## config.mk

```make
export PLATFORM = sky130hd
export DESIGN_NAME = tql_ctrl
export DESIGN_NICKNAME = d
export VERILOG_FILES = /design/src/sv/assert_macros.svh /design/src/sv/tql_pkg.sv /design/src/sv/tql_ctrl.sv
export SDC_FILE = /design/constraint.sdc
export NUM_CORES = 1
export LEC_CHECK = 0
export BUFFER_PORTS_ARGS = -buffer_cell sky130_fd_sc_hd__buf_4
export CAP_MARGIN = 10
export CORE_MARGIN = 2
export CORE_UTILIZATION = 38
export DETAILED_ROUTE_END_ITERATION = 10
export PLACE_DENSITY = 0.83
export SLEW_MARGIN = 20
export SYNTH_ARGS = -nofsm -noshare
export SYNTH_HDL_FRONTEND = slang
export SYNTH_SLANG_ARGS = --single-unit
```

## constraint.sdc

```tcl
create_clock -name clk_i -period 1.5 [get_ports clk_i]
set_clock_uncertainty 0.15 [all_clocks]
set_input_delay 0.15 -clock clk_i [delete_from_list [all_inputs] [get_ports clk_i]]
set_output_delay 0.15 -clock clk_i [all_outputs]
set_load 0.02 [all_outputs]
```

## src/sv/assert_macros.svh

```systemverilog
// Assertion macros for the RTL of the Q-learning agent.
// No dependencies; the including file supplies clock, reset and expressions.
`ifndef ASSERT_MACROS_SVH
`define ASSERT_MACROS_SVH

// Condition c must hold in the same cycle as a.
`define ASSERT_IMPLIES(lbl, clk, rst_n, a, c) \
  lbl: assert property (@(posedge clk) disable iff (!rst_n) (a) |-> (c)) \
    else $error("implication check failed");

// Condition c must hold in the cycle after a.
`define ASSERT_NEXT(lbl, clk, rst_n, a, c) \
  lbl: assert property (@(posedge clk) disable iff (!rst_n) (a) |=> (c)) \
    else $error("next-cycle check failed");

`endif

```

## src/sv/tql_pkg.sv

```systemverilog
// Package of the Q-learning agent: field widths, fixed-point constants,
// controller state type and the command/status structs. No dependencies.
package tql_pkg;

  // Field widths fixed by the interface.
  localparam int unsigned IN_PT_W   = 5;
  localparam int unsigned DRAW_W    = 16;
  localparam int unsigned RATE_W    = 17;
  localparam int unsigned REWARD_W  = 20;
  localparam int unsigned OUT_Q_W   = 20;

  // Fixed-point constants: alpha = 410/4096, gamma = 3686/4096.
  localparam int unsigned FRAC_BITS = 12;
  localparam logic signed [10:0] ALPHA_S = 11'sd410;
  localparam logic signed [12:0] GAMMA_S = 13'sd3686;

  localparam logic [IN_PT_W-1:0] BUST_POINTS = 5'd21;
  localparam logic [RATE_W-1:0]  RATE_RESET  = 17'd6554;

  // Item kinds and actions.
  localparam logic KIND_DECIDE = 1'b0;
  localparam logic KIND_REWARD = 1'b1;
  localparam logic ACT_STAND   = 1'b0;
  localparam logic ACT_HIT     = 1'b1;

  typedef enum logic [3:0] {
    ST_CLEAR,
    ST_IDLE,
    ST_LOOK,
    ST_RD_DEC,
    ST_CMP_DEC,
    ST_RD_CUR,
    ST_RD_N1,
    ST_RD_N0,
    ST_GMUL,
    ST_TD,
    ST_AMUL,
    ST_SUM,
    ST_DONE
  } state_e;

  typedef enum logic [2:0] {
    ADDR_STAND,
    ADDR_HIT,
    ADDR_LAST,
    ADDR_NEXT_HIT,
    ADDR_NEXT_STAND
  } rd_sel_e;

  typedef struct packed {
    logic    load_item;
    logic    rd_en;
    rd_sel_e rd_sel;
    logic    cap_a;
    logic    cap_cur;
    logic    max_en;
    logic    gmul_en;
    logic    td_en;
    logic    amul_en;
    logic    sum_en;
    logic    dec_quick;
    logic    dec_greedy;
    logic    clr_en;
    logic    out_load;
  } cmd_t;

  typedef struct packed {
    logic is_reward;
    logic early;
    logic explore;
    logic over;
    logic clr_last;
    logic out_free;
  } status_t;

endpackage

```

## src/sv/tql_ctrl.sv

```systemverilog
// Controller state machine of the Q-learning agent.
// Depends on tql_pkg for the state type and the command/status structs.
module tql_ctrl (
  input  logic             clk_i,
  input  logic             rst_ni,
  input  logic             in_valid_i,
  output logic             in_ready_o,
  input  tql_pkg::status_t status_i,
  output tql_pkg::cmd_t    cmd_o
);
  import tql_pkg::*;

  state_e state_q, state_d;

  // State register.
  always_ff @(posedge clk_i or negedge rst_ni) begin
    if (!rst_ni) begin
      state_q <= ST_CLEAR;
    end else begin
      state_q <= state_d;
    end
  end

  // Next-state logic.
  always_comb begin
    state_d = state_q;
    unique case (state_q)
      ST_CLEAR: begin
        if (status_i.clr_last) state_d = ST_IDLE;
      end
      ST_IDLE: begin
        if (in_valid_i) state_d = ST_LOOK;
      end
      ST_LOOK: begin
        if (status_i.is_reward) begin
          state_d = ST_RD_CUR;
        end else if (status_i.early || status_i.explore) begin
          state_d = ST_DONE;
        end else begin
          state_d = ST_RD_DEC;
        end
      end
      ST_RD_DEC:  state_d = ST_CMP_DEC;
      ST_CMP_DEC: state_d = ST_DONE;
      ST_RD_CUR: begin
        state_d = status_i.over ? ST_TD : ST_RD_N1;
      end
      ST_RD_N1: state_d = ST_RD_N0;
      ST_RD_N0: state_d = ST_GMUL;
      ST_GMUL:  state_d = ST_TD;
      ST_TD:    state_d = ST_AMUL;
      ST_AMUL:  state_d = ST_SUM;
      ST_SUM:   state_d = ST_DONE;
      ST_DONE: begin
        if (status_i.out_free) state_d = ST_IDLE;
      end
      default: state_d = ST_IDLE;
    endcase
  end

  // Command outputs to the datapath.
  always_comb begin
    cmd_o      = '0;
    in_ready_o = 1'b0;
    unique case (state_q)
      ST_CLEAR: cmd_o.clr_en = 1'b1;
      ST_IDLE: begin
        in_ready_o      = 1'b1;
        cmd_o.load_item = in_valid_i;
      end
      ST_LOOK: begin
        if (status_i.is_reward) begin
          cmd_o.rd_en  = 1'b1;
          cmd_o.rd_sel = ADDR_LAST;
        end else if (status_i.early || status_i.explore) begin
          cmd_o.dec_quick = 1'b1;
        end else begin
          cmd_o.rd_en  = 1'b1;
          cmd_o.rd_sel = ADDR_STAND;
        end
      end
      ST_RD_DEC: begin
        cmd_o.cap_a  = 1'b1;
        cmd_o.rd_en  = 1'b1;
        cmd_o.rd_sel = ADDR_HIT;
      end
      ST_CMP_DEC: cmd_o.dec_greedy = 1'b1;
      ST_RD_CUR: begin
        cmd_o.cap_cur = 1'b1;
        if (!status_i.over) begin
          cmd_o.rd_en  = 1'b1;
          cmd_o.rd_sel = ADDR_NEXT_HIT;
        end
      end
      ST_RD_N1: begin
        cmd_o.cap_a  = 1'b1;
        cmd_o.rd_en  = 1'b1;
        cmd_o.rd_sel = ADDR_NEXT_STAND;
      end
      ST_RD_N0: cmd_o.max_en   = 1'b1;
      ST_GMUL:  cmd_o.gmul_en  = 1'b1;
      ST_TD:    cmd_o.td_en    = 1'b1;
      ST_AMUL:  cmd_o.amul_en  = 1'b1;
      ST_SUM:   cmd_o.sum_en   = 1'b1;
      ST_DONE:  cmd_o.out_load = status_i.out_free;
      default: begin
        cmd_o      = '0;
        in_ready_o = 1'b0;
      end
    endcase
  end

endmodule

```

==> results of run 1 <==
-- cell families after synthesis --
family	count (synthesis)	share of synthesized area, %
and+or+nand+nor	39	40.3
AOI/OAI and AO/OA	20	30.1
buffers and inverters	6	7.59
DFF	4	20.3
xor gates and xnor gates	1	1.77
-- through the flow --
step / setup TNS (ns) / utilization, % / cells
floorplan: 0 / - / 70
global placement: 0 / 66.2 / 116
detailed placement: -0.0284 / 66.2 / 116
CTS: -1.13 / 83.2 / 130
-- repair_timing --
item / 4_1_cts
endpoints found under the setup margin: 18
resized for setup: 21
hold buffers: 1
pin swaps: 11
endpoints found under the hold margin: 4
setup buffers: 10
==> flow_summary_export.csv, run 1 <==
group,metric,value,unit
global_routing,grt_max_degree,9,
place,placed_area,766,um^2
die,die_width,40.1,um
logic_synthesis,synth_common_cells,"nor2_1, nor3_1",
clock_tree,htreeDepth,1,
logic_synthesis,avgSynthCellArea,7.06,um^2
global_routing,antenna_found_initial,0,
run_status,outcome.stop_stage,"global routing",
logic_synthesis,synth-edff-count,0,
logic_synthesis,ys_types,31,
logic_synthesis,yosysSeqAreaShare,20.3,%
logic_synthesis,synth.top_cells.by_area,"dfrtp_1, nor2_1, nand2b_1, nor2b_1, nor3_1",
logic_synthesis,yosysMostFrequentCell,"nor2_1",
logic_synthesis,synthArstFlopShare,100,%
clock_tree,clockBufferDepth,2,
logic_synthesis,yosysTopAreaCell,"dfrtp_1",
clock_tree,cts_root_buf,"clkbuf_4",
logic_synthesis,synth_top_area_share,20.3,%
logic_synthesis,syn_nets,79,
logic_synthesis,ys_warn_count,0,
clock_tree,clkSinkCount,4,
place,routabilityCongestion,0.813,
die,boundaryPins,26,
die,start_util,42.7,%
place,dpl_worst_slack,-0.0284,ns
clock_tree,cts_buffers,3,
run_status,status,"did not finish",
logic_synthesis,synthCells,70,
place,port_buffers,25,
place,dp_hpwl,1260,um
die,die_y,40.1,um
logic_synthesis,ys.flop_type,"dfrtp_1",
logic_synthesis,netlist_area,494,um^2
die,rows,12,
logic_synthesis,ys_seq_elements,4,
run_status,stop_error,"[ERROR DPL-0033] detailed placement checks failed during check placement.",
sta,crit_endpoint,"cmd_o[14]",
sta,worst_endpoint_kind,"output port",
==> run 2: changes to the inputs <==
Settings changed: CORE_AREA set to 2 2 63 65, CORE_MARGIN 2 to not set, CORE_UTILIZATION 38 to not set, DIE_AREA set to 0 0 65 67, PLACE_DENSITY 0.83 to not set, PLACE_DENSITY_LB_ADDON set to 0.15.
Clock period 1.5 ns to 2 ns, I/O delays scaled along.
==> flow_summary_export.csv, run 2 <==
group,metric,value,unit
run_status,status,"finished clean",
layout,final_cell_mix,"buf_4, nor2_1, nor3_1",
sta,finalCritPeriodShare,94.7,%
worst_setup_path,start_kind,"flop",
global_routing,gr-total-overflow,0,
global_routing,grt_pass1_wl,2840,um
logic_synthesis,yosysTopAreaCell,"dfrtp_1",
min_path,worstHoldPathType,"input pin to flop",
logic_synthesis,synthCells,70,
place,dp.cells,139,
power,power_switching_share,50.1,%
global_routing,grt_max_degree,20,
place,dp_hpwl,1300,um
sta,max_freq,528,MHz
clock_tree,htreeDepth,1,
logic_synthesis,synth-edff-count,0,
power,p_int,0.602,mW
layout,largest_register_ffs,4,
worst_setup_path,cp_num_buf_inv,2,
sta,setup_violations,0,
sta,hold_viol_final,0,
drt,drc_errors,0,
power,combPwrFrac,63.8,%
place,port_buffers,25,
logic_synthesis,synth_common_cells,"nor2_1, nor3_1",
worst_setup_path,path_delay_family,"flip-flops",
sta,rsz0062_at_grt,"no",
layout,drive_above_1_share,33.7,%
global_routing,track_usage,8.44,%
flow_run,drv_cap,0,
drt,drt_first_iter_violations,21,
place,routabilityCongestion,0.752,
clock_tree,worstSkewPairLatency,0.22,ns
drt,via_per_inst,4.26,
layout,fillerInstances,404,
power,p_switching,0.604,mW
layout,ff_latch_area,101,um^2
worst_setup_path,arrival,1.54,ns
worst_setup_path,cp.required,1.65,ns
clock_tree,cts_root_buf,"clkbuf_8",
clock_tree,clkSinkCount,4,
logic_synthesis,synthArstFlopShare,100,%
die,start_util,13.7,%
logic_synthesis,ys.flop_type,"dfrtp_1",
die,die_area,0.00436,mm^2
logic_synthesis,syn_nets,79,
sta,period_minus_slack,1.89,ns
logic_synthesis,ys_seq_elements,4,
worst_setup_path,cpMaxStageDelayCell,"dfrtp_1",
logic_synthesis,ys_warn_count,0,
drt,firstDrtPassIters,4,
layout,reg_top3,"state_q: 4 flops",
layout,final_common_cell,"buf_4",
layout,multi_input_area,357,um^2
logic_synthesis,ys_types,31,
layout,antenna_cells,0,
worst_setup_path,cp_max_fo,15,
clock_tree,cts_setup_buffers,0,
power,cellPowerDensity,1570,mW/mm^2
die,coreArea,0.00361,mm^2
drt,ant_nets,0,
power,vdd_drop_max,0.000339,V
power,p_seq_share,22.4,%
layout,area_growth,55.4,%
worst_setup_path,slowest_delay,0.63,ns
worst_setup_path,crit_chain,"inv_1, a211o_1, o21ai_1, buf_4",
global_routing,antenna_found_initial,0,
logic_synthesis,synth_top_area_share,20.3,%
global_routing,grt_pass1_vias,627,
sta,relSlewSlack,63.5,%
layout,instances_no_fill,143,
clock_tree,cts_tree,"built",
die,die_y,67,um
sta,fin_setup_tns,0,ns
layout,regMostFlops,"state_q",
power,clock_power_share,13.8,%
die,boundaryPins,26,
drt,vias,609,
sta,final_max_slew_viol_count,0,
sta,worst_slew_pin_slew,0.548,ns
worst_setup_path,cp-end-kind,"output port",
power,p_leak,0.343,nW
drt,wl,1720,um
logic_synthesis,yosysMostFrequentCell,"nor2_1",
logic_synthesis,netlist_area,494,um^2
clock_tree,clk_pin_slew,0.03,ns
drt,post_drt_wl_per_cell,12.0,um
logic_synthesis,synth.top_cells.by_area,"dfrtp_1, nor2_1, nand2b_1, nor2b_1, nor3_1",
logic_synthesis,avgSynthCellArea,7.06,um^2
die,die_width,65,um
clock_tree,cts_buffers,3,
clock_tree,clockBufferDepth,2,
worst_setup_path,worstSetupPathType,"flop to output port",
layout,nNetsFinal,106,
die,rows,22,
logic_synthesis,yosysSeqAreaShare,20.3,%
## run 2: cell counts after synthesis
No cell type changed its count.
## run 2: worst paths after layout
kind                              from    endpoint  slack [ns]  cells past startpoint
setup / recovery            state_q[2]   cmd_o[14]        0.11                      4
hold / removal             status_i[1]  state_q[0]        0.16                      3
setup reg to reg            state_q[3]  state_q[0]        0.39                      3
hold reg to reg             state_q[0]  state_q[0]        0.60                      2
max in group asynchronous       rst_ni  state_q[1]        1.42                      2
min in group asynchronous       rst_ni  state_q[3]        0.17                      2
## run 2: layer usage
| metal | up-vias | track usage, % | share of wire [%] | wire length, um |
|---|---|---|---|---|
| met5 | - | 0 | 0 | 0 |
| met4 | 0 | 3.19 | 1.0 | 18 |
| met3 | 2 | 2.20 | 7.1 | 122 |
| met2 | 23 | 13.8 | 45 | 768 |
| met1 | 282 | 10.6 | 47 | 808 |
| li1 | 302 | - | - | - |
## run 2: logic make-up (layout without fill, tap and decap cells)
kind of cell | Yosys count | in the layout | share of synthesized area (%)
AND/OR/NAND/NOR | 39 | 39 | 40.3
AO/OA/AOI/OAI | 20 | 20 | 30.1
buffers and inverters | 6 | 31 | 7.59
flip-flops | 4 | 4 | 20.3
XOR/XNOR | 1 | 1 | 1.77
## run 2: repair_timing
item                                    in CTS  in global routing
hold endpoints to repair                     4                  0
hold buffers                                 1                  0
resized for setup                            0                  1
endpoints found under the setup margin       0                  3
## run 2: stage by stage
step | area [um^2] | util [%] | power [mW] | hold WS (ns) | setup slack [ns]
final | 768 | 21.3 | 1.21 | 0.163 | 0.106
after detailed placement | 716 | 19.8 | 1.04 | -0.150 | 0.273
after global placement | 716 | 19.8 | 1.05 | -0.151 | 0.297
after CTS | 767 | 21.3 | 1.22 | 0.161 | 0.0256
after global routing | 768 | 21.3 | 1.31 | 0.167 | 0.0165
after floorplan | 494 | - | 0.801 | -0.246 | 0.397
## run 2: tightest hold or removal path: cells and delay by family
family / cells / cell delay, ns
AOI/OAI and AO/OA: 2 / 0.19
buffers and inverters: 1 / 0.08
## run 2: final cells by class
cell class | count | share of cell area, %
flip-flops and latches | 4 | 13.2
well taps | 48 | 7.82
inverters | 1 | 0.489
multi-input cells | 60 | 46.4
clock buffers | 3 | 5.37
repair buffers | 27 | 26.7
## run 2: power by group through the flow
stage | clock, mW | combinational [mW] | sequential (mW)
2_1_floorplan | 0 | 0.640 | 0.161
3_3_place_gp | 0 | 0.780 | 0.274
3_5_place_dp | 0 | 0.775 | 0.268
4_1_cts | 0.172 | 0.780 | 0.267
5_1_grt | 0.182 | 0.842 | 0.287
6_report | 0.166 | 0.770 | 0.270
No activity file was read; power rests on OpenSTA's default activity.
==> run 3: changes to the inputs <==
Settings changed: PLACE_DENSITY_LB_ADDON 0.15 to not set.
==> flow_summary_export.csv, run 3 (synthesis gave the netlist of run 2 again) <==
group,metric,value,unit
layout,regMostFlops,"state_q",
worst_setup_path,crit_chain,"nand2b_1, a211o_1, o21ai_1, buf_4",
place,routabilityCongestion,0.745,
die,die_y,67,um
layout,fillerInstances,409,
die,coreArea,0.00361,mm^2
global_routing,antenna_found_initial,0,
worst_setup_path,worstSetupPathType,"flop to output port",
layout,instances_no_fill,143,
sta,hold_viol_final,0,
drt,wl,1610,um
sta,relSlewSlack,62.7,%
run_status,status,"finished clean",
drt,ant_nets,0,
clock_tree,cts_buffers,3,
die,die_width,65,um
global_routing,grt_max_degree,20,
sta,worst_slew_pin_slew,0.560,ns
layout,reg_top3,"state_q: 4 flops",
layout,largest_register_ffs,4,
layout,nNetsFinal,106,
layout,multi_input_area,357,um^2
worst_setup_path,cpMaxStageDelayCell,"dfrtp_1",
worst_setup_path,arrival,1.53,ns
drt,post_drt_wl_per_cell,11.2,um
layout,area_growth,55.4,%
die,start_util,13.7,%
worst_setup_path,r2r-end,"state_q[0]",
drt,vias,587,
sta,final.setup.worst_slack,0.118,ns
sta,finalCritPeriodShare,94.1,%
die,rows,22,
layout,antenna_cells,0,
die,die_area,0.00436,mm^2
worst_setup_path,r2r_slack,0.38,ns
worst_setup_path,r2r-start,"state_q[3]",
sta,final_max_slew_viol_count,0,
clock_tree,cts_root_buf,"clkbuf_8",
flow_run,drv_cap,0,
place,dp_hpwl,1200,um
clock_tree,clk_pin_slew,0.03,ns
sta,setup_violations,0,
worst_setup_path,crit_end,"cmd_o[14]",
worst_setup_path,cp.depth,4,
clock_tree,worstSkewPairLatency,0.22,ns
clock_tree,cts_tree,"built",
global_routing,grt_pass1_vias,601,
worst_setup_path,start_kind,"flop",
global_routing,gr-total-overflow,0,
sta,rsz0062_at_grt,"no",
drt,firstDrtPassIters,4,
worst_setup_path,cp.required,1.65,ns
clock_tree,clockBufferDepth,2,
drt,drc_errors,0,
worst_setup_path,cp_max_fo,12,
clock_tree,htreeDepth,1,
power,p_leak,0.343,nW
place,dpl_worst_slack,0.288,ns
worst_setup_path,slowest_delay,0.50,ns
worst_setup_path,crit_start,"state_q[0]",
layout,ff_latch_area,101,um^2
sta,period_minus_slack,1.88,ns
layout,drive_above_1_share,33.7,%
drt,via_per_inst,4.10,
power,p_total,1.20,mW
worst_setup_path,cp-end-kind,"output port",
worst_setup_path,cp_num_buf_inv,1,
worst_setup_path,path_delay_family,"flip-flops",
layout,final_common_cell,"buf_4",
global_routing,grt_pass1_wl,2550,um
power,cellPowerDensity,1560,mW/mm^2
global_routing,track_usage,7.84,%
sta,fin_setup_tns,0,ns
die,boundaryPins,26,
drt,drt_first_iter_violations,11,
sta,max_freq,531,MHz
worst_setup_path,reg2regPathDepth,3,
layout,final_cell_mix,"buf_4, nor2_1, nor3_1",
power,vdd_drop_max,0.000286,V
min_path,worstHoldPathType,"input pin to flop",
place,dp.cells,139,
place,port_buffers,25,
clock_tree,clkSinkCount,4,
[run 3: worst min-delay path by stage]
stage                 from         end  slack [ns]  cells past startpoint
6_report       status_i[1]  state_q[0]        0.16                      3
5_1_grt             rst_ni  state_q[3]        0.18                      2
4_1_cts        status_i[1]  state_q[0]        0.16                      3
3_5_place_dp        rst_ni  state_q[0]       -0.15                      1
3_3_place_gp        rst_ni  state_q[0]       -0.15                      1
2_1_floorplan       rst_ni  state_q[0]       -0.25                      0
[run 3: what timing repair did]
| item | in CTS | in global routing |
|---|---|---|
| resized for setup | 0 | 1 |
| hold buffers | 1 | 0 |
| endpoints found under the setup margin | 0 | 2 |
| buffers inserted | 0 | 0 |
| endpoints found under the hold margin | 4 | 0 |
[run 3: final cells by class]
type	instances	share of cell area, %
repair buffers	27	26.7
well taps	48	7.82
clock buffers	3	5.37
flip-flops and latches	4	13.2
inverters	1	0.489
multi-input cells	60	46.4
[run 3: metrics by stage]
step / utilization (%) / hold slack (ns) / instance area, um^2
final: 21.3 / 0.160 / 768
after global routing: 21.3 / 0.177 / 768
after CTS: 21.3 / 0.165 / 767
after detailed placement: 19.8 / -0.150 / 716
after global placement: 19.8 / -0.152 / 716
after floorplan: - / -0.246 / 494
[run 3: where the power goes]
group / total [mW] / switching [mW] / internal, mW
sequential: 0.277 / 0.155 / 0.122
clock: 0.176 / 0.0477 / 0.129
combinational: 0.745 / 0.393 / 0.352
[run 3: metal layers]
metal	wire (um)	part of all wire [%]	global-route usage, %
met1	709	44	8.38
met2	766	48	13.4
met3	86	5.3	1.52
met4	46	2.9	6.38
met5	0	0	0
[run 3: tightest hold or removal path, cell delays in order]
cell	delay, ns
buf_4	0.08
o22ai_1	0.09
a22oi_2	0.11
